`src/rtl/b64d_pkg.sv`:
```
`timescale 1ns / 1ps
`default_nettype none
package b64d_pkg;

  // Result status codes.
  localparam logic [1:0] STS_DATA    = 2'd0;
  localparam logic [1:0] STS_INVALID = 2'd1;
  localparam logic [1:0] STS_BADPAD  = 2'd2;
  localparam logic [1:0] STS_LENGTH  = 2'd3;

  localparam logic [7:0] PAD_CHAR = 8'h3D;

  // Default depth of the job queue between front and back.
  localparam int QUEUE_DEPTH_DEF = 4;

  typedef struct packed {
    logic [7:0] char_code;
    logic       text_end;
  } in_t;

  typedef struct packed {
    logic [7:0] out_byte;
    logic [1:0] status;
    logic       run_last;
  } out_t;

  // One job: up to three results caused by one request.
  typedef struct packed {
    logic [1:0]  nres;
    logic [1:0]  status;
    logic [23:0] data;
  } job_t;

  // Bit 6 set means the character is not in the alphabet.
  function automatic logic [6:0] sextet_of(input logic [7:0] c);
    logic [6:0] r;
    r = 7'h40;
    if (c >= 8'h41 && c <= 8'h5A) r = {1'b0, 6'(c - 8'h41)};
    else if (c >= 8'h61 && c <= 8'h7A) r = {1'b0, 6'(c - 8'h61 + 8'd26)};
    else if (c >= 8'h30 && c <= 8'h39) r = {1'b0, 6'(c - 8'h30 + 8'd52)};
    else if (c == 8'h2B) r = 7'd62;
    else if (c == 8'h2F) r = 7'd63;
    return r;
  endfunction

endpackage
`default_nettype wire

```
`src/rtl/b64d_front.sv`:
```
`timescale 1ns / 1ps
`default_nettype none
module b64d_front
  import b64d_pkg::*;
(
  input  wire logic clk,
  input  wire logic rst_n,
  input  wire logic take,
  input  wire in_t  item,
  output job_t      job,
  output logic      job_push
);

  logic [23:0] acc_r, acc_nxt;
  logic [1:0]  pos_r, pos_nxt;
  logic [2:0]  dchars_r, dchars_nxt;
  logic        pad_r, pad_nxt;
  logic        drop_r, drop_nxt;

  logic [6:0]  sx;
  logic        is_pad;
  logic        fin;
  logic [23:0] acc_pad;
  logic [23:0] acc_dat;

  always_comb begin
    sx      = sextet_of(item.char_code);
    is_pad  = (item.char_code == PAD_CHAR);
    fin     = item.text_end;
    acc_pad = {acc_r[17:0], 6'd0};
    acc_dat = {acc_r[17:0], sx[5:0]};

    acc_nxt    = acc_r;
    pos_nxt    = pos_r;
    dchars_nxt = dchars_r;
    pad_nxt    = pad_r;
    drop_nxt   = drop_r;
    job        = '0;
    job_push   = 1'b0;

    if (take) begin
      if (drop_r) begin
        if (fin) begin
          drop_nxt   = 1'b0;
          acc_nxt    = '0;
          pos_nxt    = '0;
          dchars_nxt = '0;
          pad_nxt    = 1'b0;
        end
      end else begin
        if (is_pad) begin
          if (pos_r < 2'd2) begin
            job_push   = 1'b1;
            job.status = STS_BADPAD;
          end else if (pos_r == 2'd2) begin
            if (fin) begin
              job_push   = 1'b1;
              job.status = STS_LENGTH;
            end else begin
              acc_nxt = acc_pad;
              pad_nxt = 1'b1;
              pos_nxt = 2'd3;
            end
          end else if (!fin) begin
            job_push   = 1'b1;
            job.status = STS_BADPAD;
          end else begin
            job_push   = 1'b1;
            job.status = STS_DATA;
            job.data   = acc_pad;
            job.nres   = (dchars_r >= 3'd3) ? 2'd2 : 2'd1;
          end
        end else if (pad_r) begin
          job_push   = 1'b1;
          job.status = STS_BADPAD;
        end else if (sx[6]) begin
          job_push   = 1'b1;
          job.status = STS_INVALID;
        end else if (pos_r == 2'd3) begin
          job_push   = 1'b1;
          job.status = STS_DATA;
          job.data   = acc_dat;
          job.nres   = 2'd3;
        end else if (fin) begin
          job_push   = 1'b1;
          job.status = STS_LENGTH;
        end else begin
          acc_nxt    = acc_dat;
          dchars_nxt = dchars_r + 3'd1;
          pos_nxt    = pos_r + 2'd1;
        end

        // Any result ends the quantum; an error also starts a drop unless final.
        if (job_push) begin
          acc_nxt    = '0;
          pos_nxt    = '0;
          dchars_nxt = '0;
          pad_nxt    = 1'b0;
          if (job.status != STS_DATA) begin
            job.nres = 2'd1;
            drop_nxt = !fin;
          end
        end
      end
    end
  end

  always_ff @(posedge clk) begin
    if (!rst_n) begin
      acc_r    <= '0;
      pos_r    <= '0;
      dchars_r <= '0;
      pad_r    <= 1'b0;
      drop_r   <= 1'b0;
    end else begin
      acc_r    <= acc_nxt;
      pos_r    <= pos_nxt;
      dchars_r <= dchars_nxt;
      pad_r    <= pad_nxt;
      drop_r   <= drop_nxt;
    end
  end

endmodule
`default_nettype wire

```
`src/rtl/b64d_queue.sv`:
```
`timescale 1ns / 1ps
`default_nettype none
module b64d_queue
  import b64d_pkg::*;
#(
  parameter int DEPTH = QUEUE_DEPTH_DEF
) (
  input  wire logic clk,
  input  wire logic rst_n,
  input  wire logic push,
  input  wire job_t push_job,
  input  wire logic pop,
  output job_t      head,
  output logic      empty,
  output logic      full
);

  localparam int PW = $clog2(DEPTH);
  localparam int CW = $clog2(DEPTH + 1);

  job_t          mem_r [DEPTH];
  logic [PW-1:0] wp_r, wp_nxt;
  logic [PW-1:0] rp_r, rp_nxt;
  logic [CW-1:0] cnt_r, cnt_nxt;
  logic          do_push, do_pop;

  always_comb begin
    empty   = (cnt_r == '0);
    full    = (cnt_r == CW'(DEPTH));
    head    = mem_r[rp_r];
    do_push = push && !full;
    do_pop  = pop && !empty;
    wp_nxt  = wp_r;
    rp_nxt  = rp_r;
    if (do_push) begin
      wp_nxt = (wp_r == PW'(DEPTH - 1)) ? '0 : wp_r + 1'b1;
    end
    if (do_pop) begin
      rp_nxt = (rp_r == PW'(DEPTH - 1)) ? '0 : rp_r + 1'b1;
    end
    cnt_nxt = cnt_r + CW'(do_push) - CW'(do_pop);
  end

  always_ff @(posedge clk) begin
    if (do_push) begin
      mem_r[wp_r] <= push_job;
    end
  end

  always_ff @(posedge clk) begin
    if (!rst_n) begin
      wp_r  <= '0;
      rp_r  <= '0;
      cnt_r <= '0;
    end else begin
      wp_r  <= wp_nxt;
      rp_r  <= rp_nxt;
      cnt_r <= cnt_nxt;
    end
  end

endmodule
`default_nettype wire

```
`src/rtl/b64d_back.sv`:
```
`timescale 1ns / 1ps
`default_nettype none
module b64d_back
  import b64d_pkg::*;
(
  input  wire logic clk,
  input  wire logic rst_n,
  input  wire job_t head,
  input  wire logic head_valid,
  output logic      pop,
  output logic      out_valid,
  input  wire logic out_ready,
  output out_t      out_data
);

  logic [1:0] k_r, k_nxt;
  logic       ov_r, ov_nxt;
  out_t       od_r, od_nxt;
  logic       load;
  logic       last;
  logic [7:0] sel;

  always_comb begin
    load = !ov_r || out_ready;
    last = (k_r + 2'd1 == head.nres);
    unique case (k_r)
      2'd0:    sel = head.data[23:16];
      2'd1:    sel = head.data[15:8];
      default: sel = head.data[7:0];
    endcase

    pop    = 1'b0;
    k_nxt  = k_r;
    ov_nxt = ov_r;
    od_nxt = od_r;
    if (load) begin
      ov_nxt = head_valid;
      if (head_valid) begin
        od_nxt.status   = head.status;
        od_nxt.out_byte = (head.status == STS_DATA) ? sel : 8'd0;
        od_nxt.run_last = last;
        if (last) begin
          pop   = 1'b1;
          k_nxt = 2'd0;
        end else begin
          k_nxt = k_r + 2'd1;
        end
      end
    end
    out_valid = ov_r;
    out_data  = od_r;
  end

  always_ff @(posedge clk) begin
    od_r <= od_nxt;
  end

  always_ff @(posedge clk) begin
    if (!rst_n) begin
      k_r  <= '0;
      ov_r <= 1'b0;
    end else begin
      k_r  <= k_nxt;
      ov_r <= ov_nxt;
    end
  end

endmodule
`default_nettype wire

```
`src/rtl/base64_stream_decoder_top.sv`:
```
`timescale 1ns / 1ps
`default_nettype none
// Streaming base64 decoder for the standard alphabet with '=' padding. One
// character is taken per request, and a request can be accepted in every cycle
// while the job queue has room. The front end classifies each character and
// updates the quantum state in the same cycle it is accepted; a character that
// completes a quantum, or that is in error, pushes one job into a short queue.
// The back end turns a job into one, two or three results, one per cycle while
// the receiver takes them, into an output register. The first result of a job
// passes through the job queue and then the output register. Errors give a
// single status result with a zero byte, after which characters are dropped
// through the next final one unless the erring character was itself final.
// Sustained input rate is one character per cycle; when the output side stalls,
// the job queue fills and in_ready holds the input back.
module base64_stream_decoder_top
  import b64d_pkg::*;
#(
  parameter int QUEUE_DEPTH = QUEUE_DEPTH_DEF
) (
  input  wire logic clk,
  input  wire logic rst_n,
  input  wire logic in_valid,
  output logic      in_ready,
  input  wire in_t  in_data,
  output logic      out_valid,
  input  wire logic out_ready,
  output out_t      out_data
);

  job_t job;
  logic job_push;
  job_t head;
  logic q_empty;
  logic q_full;
  logic pop;

  // The front end never stalls except on a full queue.
  assign in_ready = !q_full;

  b64d_front u_front (
    .clk      (clk),
    .rst_n    (rst_n),
    .take     (in_valid && in_ready),
    .item     (in_data),
    .job      (job),
    .job_push (job_push)
  );

  b64d_queue #(
    .DEPTH (QUEUE_DEPTH)
  ) u_queue (
    .clk      (clk),
    .rst_n    (rst_n),
    .push     (job_push),
    .push_job (job),
    .pop      (pop),
    .head     (head),
    .empty    (q_empty),
    .full     (q_full)
  );

  b64d_back u_back (
    .clk        (clk),
    .rst_n      (rst_n),
    .head       (head),
    .head_valid (!q_empty),
    .pop        (pop),
    .out_valid  (out_valid),
    .out_ready  (out_ready),
    .out_data   (out_data)
  );

`ifndef ASSERT_OFF
  // A status result is always alone and carries a zero byte.
  a_status_shape: assert property (@(posedge clk) disable iff (!rst_n)
    out_valid && out_data.status != STS_DATA |->
      out_data.out_byte == 8'd0 && out_data.run_last)
    else $error("status result with data byte or without run_last");

  // Bytes of one quantum follow each other without a gap.
  a_burst_cont: assert property (@(posedge clk) disable iff (!rst_n)
    out_valid && out_ready && !out_data.run_last |=>
      out_valid && out_data.status == STS_DATA)
    else $error("quantum bytes interrupted");

  // A job never pops from an empty queue.
  a_pop_nonempty: assert property (@(posedge clk) disable iff (!rst_n)
    pop |-> !q_empty)
    else $error("pop from empty job queue");
`endif

endmodule
`default_nettype wire

```
`config.mk`:
```
export PLATFORM = sky130hd
export DESIGN_NAME = base64_stream_decoder_top
export DESIGN_NICKNAME = d
export VERILOG_FILES = /design/src/rtl/b64d_pkg.sv /design/src/rtl/b64d_front.sv /design/src/rtl/b64d_queue.sv /design/src/rtl/b64d_back.sv /design/src/rtl/base64_stream_decoder_top.sv
export SDC_FILE = /design/constraint.sdc
export NUM_CORES = 1
export LEC_CHECK = 0
export BUFFER_PORTS_ARGS = -buffer_cell sky130_fd_sc_hd__buf_4
export CORE_ASPECT_RATIO = 0.6
export CORE_MARGIN = 2
export CORE_UTILIZATION = 38
export DETAILED_ROUTE_END_ITERATION = 10
export GPL_TIMING_DRIVEN = 0
export PLACE_DENSITY_LB_ADDON = 0.08
export SYNTH_ARGS = -nofsm -noshare
export SYNTH_HDL_FRONTEND = slang
export SYNTH_SLANG_ARGS = --single-unit
```
`constraint.sdc`:
```
create_clock -name clk -period 3.27 [get_ports clk]
set_clock_uncertainty 0.15 [all_clocks]
set_input_delay 0.4905 -clock clk [delete_from_list [all_inputs] [get_ports clk]]
set_output_delay 0.4905 -clock clk [all_outputs]
set_load 0.005 [all_outputs]
```
; ---- Yosys cells after proc, flatten, opt, wreduce, memory -nomap -nowiden
; Memory sizes are Yosys's and may differ from the RTL's. A register that Yosys moved wholly into a read port is not among the register bits.
; Index checks and enable logic that the tools add are counted.
[totals]
ff_bits = 46
latch_bits = 0
ramBits = 112
rom_bits = 0
inputBits = 13
out_inout_bits = 13
elab_cells = 175
n_memories = 1
[classes]
n_addsub = 12
multipliers = 0
div_mod_pow = 0
magnitude_cmp = 8
eq_ne = 24
shifts = 0
mux = 95
n_bitwise = 1
n_reduce_logical = 21
[mem_list]
columns = name, depth, width, read_ports, rd_ports_with_merged_regs, wr, line_no
row1 = u_queue.mem_r, 4, 28, 1, 1, 1, b64d_queue.sv:21  ; job_t mem_r [DEPTH];
[op_table]
columns = op, count
row1 = $mux W18, 11
row2 = $mux W24, 6
row3 = $mux W28, 5
row4 = $mux W2, 32
row5 = $mux W7, 5
row6 = $mux W1, 27
row7 = $eq A8 B6 Y1 const B, 3
row8 = $mux W3, 8
row9 = $ge A8 B7 Y1 const B, 2
row10 = $le A8 B7 Y1 const B, 2
row11 = $ne A4 B3 Y1 const B, 4
row12 = $pmux W8 S2, 1
row13 = $ne A3 B2 Y1 const B, 4
row14 = $sub A6 B6 Y6 const B, 2
row15 = $reduce_and A9 Y1, 1
row16 = $add A2 B1 Y2 const B, 4
row17 = $eq A2 B2 Y1 const B, 4
row18 = $ge A8 B6 Y1 const B, 1
row19 = $le A8 B6 Y1 const B, 1
row20 = $reduce_and A7 Y1, 1
row21 = $add A6 B5 Y6 const B, 1
row22 = $add A6 B6 Y6 const B, 1
row23 = $logic_and A1 B1 Y1, 6
row24 = $reduce_and A6 Y1, 1
row25 = 23 further kinds, 28

; ---- Longest topological paths before layout
[logic_depth]
word_depth = 17
depth_mapped = 12
ltp_nobuf = 12

; ---- By module
; Synthesis repeated with hierarchy kept, for this count alone.
[unflattened]
cells_unflattened = 499
hier_area_um2 = 7223.2
[by_module_without_submodules]
columns = module, n_inst, cells_per_inst, area_per_inst_um2, seq_area_each_um2
row1 = b64d_queue, 1, 199, 4575.6, 3543.4
row2 = b64d_front, 1, 236, 1946.9, 500.5
row3 = b64d_back, 1, 61, 686.9, 390.4
row4 = base64_stream_decoder_top, 1, 3, 13.8, 0.0

; ---- Worst setup path before layout
; OpenSTA, ideal clock, no wires.
[synth_path]
kind = input -> register
from = in in_data[4] in the netlist's numbering
to = mem u_queue.mem_r[3][0] in the netlist's numbering, enable pin
setup_time_ps = 387
t_arrival_ps = 2682
required_ps = 2733
setup_slack_ps = 51
path_stages = 9
path_buffers = 1
path_cell_list = clkbuf_1 inv_1 ha_1 nor2b_1 o21ai_0 nand2_1 a21boi_2 nor3_1 and2_1
[synth_via]
elab_chain_cells = 16
elab_cells_between_ends = 27
classes_between = order compare (6) / eq/ne (3) / mux (14) / reduce/logical (4)
[synth_rtl]
columns = element, line_no
row1 = start: declaration, base64_stream_decoder_top.sv:24  ; input wire in_t in_data,
row2 = "parallel branches: the longest is 8 deep, another holds $ge A8 B6 Y1", -
row3 = $mux W1 (*), b64d_front.sv:51  ; if (is_pad) begin
row4 = $mux W1 (*), b64d_front.sv:42  ; if (drop_r) begin
row5 = $mux W1 (*), b64d_front.sv:41  ; if (take) begin
row6 = $mux W1 (*), b64d_front.sv:42
row7 = $mux W1 (*), b64d_front.sv:41
row8 = $logic_and A1 B1 Y1 (*), b64d_queue.sv:31  ; do_push = push && !full;
row9 = $mux W1 (*), b64d_queue.sv:45  ; if (do_push) begin
row10 = $mux W1 (implied by the code) (*), b64d_queue.sv:46  ; mem_r[wp_r] <= push_job;
row11 = end: declaration, b64d_queue.sv:21
; Every way passes the cells marked *. The select of a mux whose other input is x is not followed.

==> reports/metrics.yaml <==
run_status:
  status: "finished, final reports clean"
layout:
  drive_gt1_share_pct: 20.03
  final_common_cell: "edfxtp_1"
  nNetsFinal: 624
  post-route-util_pct: 44.97
  syn2layout_area_growth_pct: 15.83
  final_cell_mix: "edfxtp_1, nand2_1, dfxtp_1"
  diodes: 0
  nFillCells: 1712
die:
  core-area_sq_um: 19080
  die_h_um: 112.2
  dieArea_sq_um: 20670
  pin_count: 26
  row_count: 39
  start_util_pct: 38.83
  die_x_um: 184.3
setup_path:
  critPathBufInv: 3
  slowest_delay_ns: 0.55
  cp.arrival_ns: 3.17
  setup.worst_path.class: "flop to flop"
  endpoint_kind: "flop"
  critical_path_required_ns: 3.41
  slowest_stage: "mux4_2"
  crit_chain: "buf_6 > mux4_2 > xnor2_1 > nor2_1 > nand2_2 > inv_1 > ha_1 > inv_1 > ha_1 > fa_1 > xnor2_1 > nor2_1"
  crit_family: "adder cells"
  worst_setup_path_start_kind: "flop"
  crit_fanout: 10
synth:
  synthMuxAreaShare_pct: 11.08
  yosys_register_bits: 160
  netlist_instances: 544
  synth-simple-area-share_pct: 10.69
  synth_enable_flop_cells: 123
  yosys_warnings: 0
  async_flop_share_pct: 0
  synth_top_family_by_area: "multiplexers"
  ys_types: 65
  synth_xor_area_share_pct: 0.7093
  syn-num-nets: 582
  synth_compound_area_share_pct: 10.10
  synth_fa_ha_area_share_pct: 4.324
  synth_ff_type: "edfxtp_1"
  syn_avg_cell_area_sq_um: 13.62
  synth_area_sq_um: 7408
  yosysSeqAreaShare_pct: 59.85
placed_design:
  dpl_worst_slack_ns: -0.6365
  port_buffers: 24
  hpwlAfterDp_um: 12010
  gp_congestion: 0.8846
power:
  ir_drop_mv: 0.3820
  p_per_area_nw_per_um2: 696.1
  p_leak_nw: 3.000
drt:
  firstDrtPassIters: 5
  wl_um: 16690
  drc: 0
  viasPerCell: 5.253
  antenna_left: 0
  vias: 4544
  wl_per_cell_um: 19.30
  drt-initial-drc-count: 353
sta:
  tightestPinTransition_ns: 0.7426
  fin_crit_ns: 3.031
  post-route-period-util_pct: 92.70
  timing.hold.ws_ns: 0.1874
  maxSlewViolCount: 0
  fmax_ghz: 0.3299
  hold_viol: 0
  rsz0062_at_grt: "false"
  slew_headroom_pct: 50.31
  setup_violations: 0
  worst_slack_ns: 0.2388
global_route:
  overflow: 0
  grt_max_degree: 29
  grt_pass1_wl_um: 25840
  antenna_found_initial: 0
  grt_usage_pct: 17.16
  grt_pass1_vias: 4451
cts:
  clkTransAtPathRegs_ns: 0.06
  cts.sinks: 160
  htreeDepth: 4
  cts_root_buffer: "clkbuf_16"
  cts_buffers: 17
  cts_tree: "done"
  clock_insertion_delay_worst_skew_ns: 0.42
  cts_buffer_depth: 2
hold_path:
  hold_class: "input pin to flop"
flow_run:
  maxCapViolCount: 0
logic make-up after synthesis:
logic type	Yosys count
compound gates	103
simple gates	148
buf+inv	55
mux	47
xor+xnor	6
flops	160
fa+ha+maj	25
Yosys cell counts, drive strengths merged (3+ instances only):
cell     instances  share of area (%)
o2111ai          3               0.35
and2            28                2.4
a21o             4               0.52
nor4             3               0.46
edfxtp         123                 50
a22o             4               0.47
nor2            19                1.1
and3             4               0.34
a31oi            8               0.68
xnor2            5               0.59
dfxtp           37                 10
nand3           15                1.0
inv             28                1.4
a22oi            8               0.81
nor2b            7               0.59
ha              24                4.1
clkbuf          13               0.66
o31ai            3               0.30
nand2b           4               0.34
mux4            28                8.5
or3              6               0.51
a21oi           26                1.9
buf             14                1.2
nand2           41                2.1
nand4            5               0.42
o21ai            9               0.61
nor3             6               0.41
o211ai          20                2.2
mux2i           19                2.6
worst register-to-register path: cells and delay by family, from the launching register on:
kind | cells | cell delay [ns]
muxes | 1 | 0.55
adders and majority gates | 3 | 0.93
xor gates and xnor gates | 2 | 0.39
and+or+nand+nor | 3 | 0.27
DFF | 1 | 0.32
buffers and inverters | 3 | 0.29
stage by stage:
stage | power (mW) | instances | TNS [ns] | instance area (sq um)
final | 5.973 | 865 | 0 | 8581
after global routing | 6.263 | 865 | 0 | 8581
after CTS | 6.018 | 865 | -18.21 | 8553
after detailed placement | 3.904 | 834 | -71.87 | 7926
after global placement | 3.876 | 834 | -124.79 | 7921
after floorplan | 3.427 | 544 | 0 | 7408
final cells by class:
cell class | instances | area [sq um] | area share (%)
plain buffers | 26 | 138.9 | 1.619
clock buffers | 17 | 425.4 | 4.958
clock inverters | 15 | 205.2 | 2.391
inverters | 28 | 105.1 | 1.225
multi-input cells | 329 | 2759 | 32.15
flip-flops and latches | 160 | 4434 | 51.68
well taps | 266 | 332.8 | 3.879
repair buffers | 24 | 180.2 | 2.100
repair_timing:
action,4_1_cts,5_1_grt
hold buffers,0,0
resized for setup,0,13
cloned,0,0
buffers inserted,0,0
setup endpoints to repair,113,118
endpoints found under the hold margin,0,0
report_power, final:
part           leakage, nW  switching (mW)  internal, mW  total, mW
clock                0.306           0.825          1.29       2.11
sequential            1.46          0.0739          2.44       2.51
combinational         1.24           0.748         0.601       1.35
registers in the layout, indices dropped and copies added (netlist names), 2 cells and up, named ones only:
signal,flops
u_back.k_r,2
u_queue.mem_r,112
u_queue.wp_r,2
u_front.pos_r,2
u_queue.cnt_r,3
u_queue.rp_r,2
u_back.out_data,11
u_front.acc_r,18
u_front.dchars_r,3
path summary, 6_finish.rpt:
kind / cells past startpoint / endpoint / slack [ns] / startpoint
min reg2reg: 2 / u_front.acc_r[14]$_SDFFE_PN0P_ / 0.31 / u_front.acc_r[14]$_SDFFE_PN0P_
min: 4 / u_back.out_valid$_SDFFE_PN0N_ / 0.19 / out_ready
max reg2reg: 12 / u_queue.cnt_r[2]$_SDFF_PN0_ / 0.24 / flop
max: 12 / u_queue.cnt_r[2]$_SDFF_PN0_ / 0.24 / flop
routing by layer:
layer	share of wire, %	GRT usage [%]	vias to the layer above
li1	-	-	2165
met1	53	26.46	2270
met2	42	23.72	101
met3	4.4	4.575	8
met4	0.74	4.480	0
met5	0	0	-
Note: power is estimated with default switching activity, not from simulation.
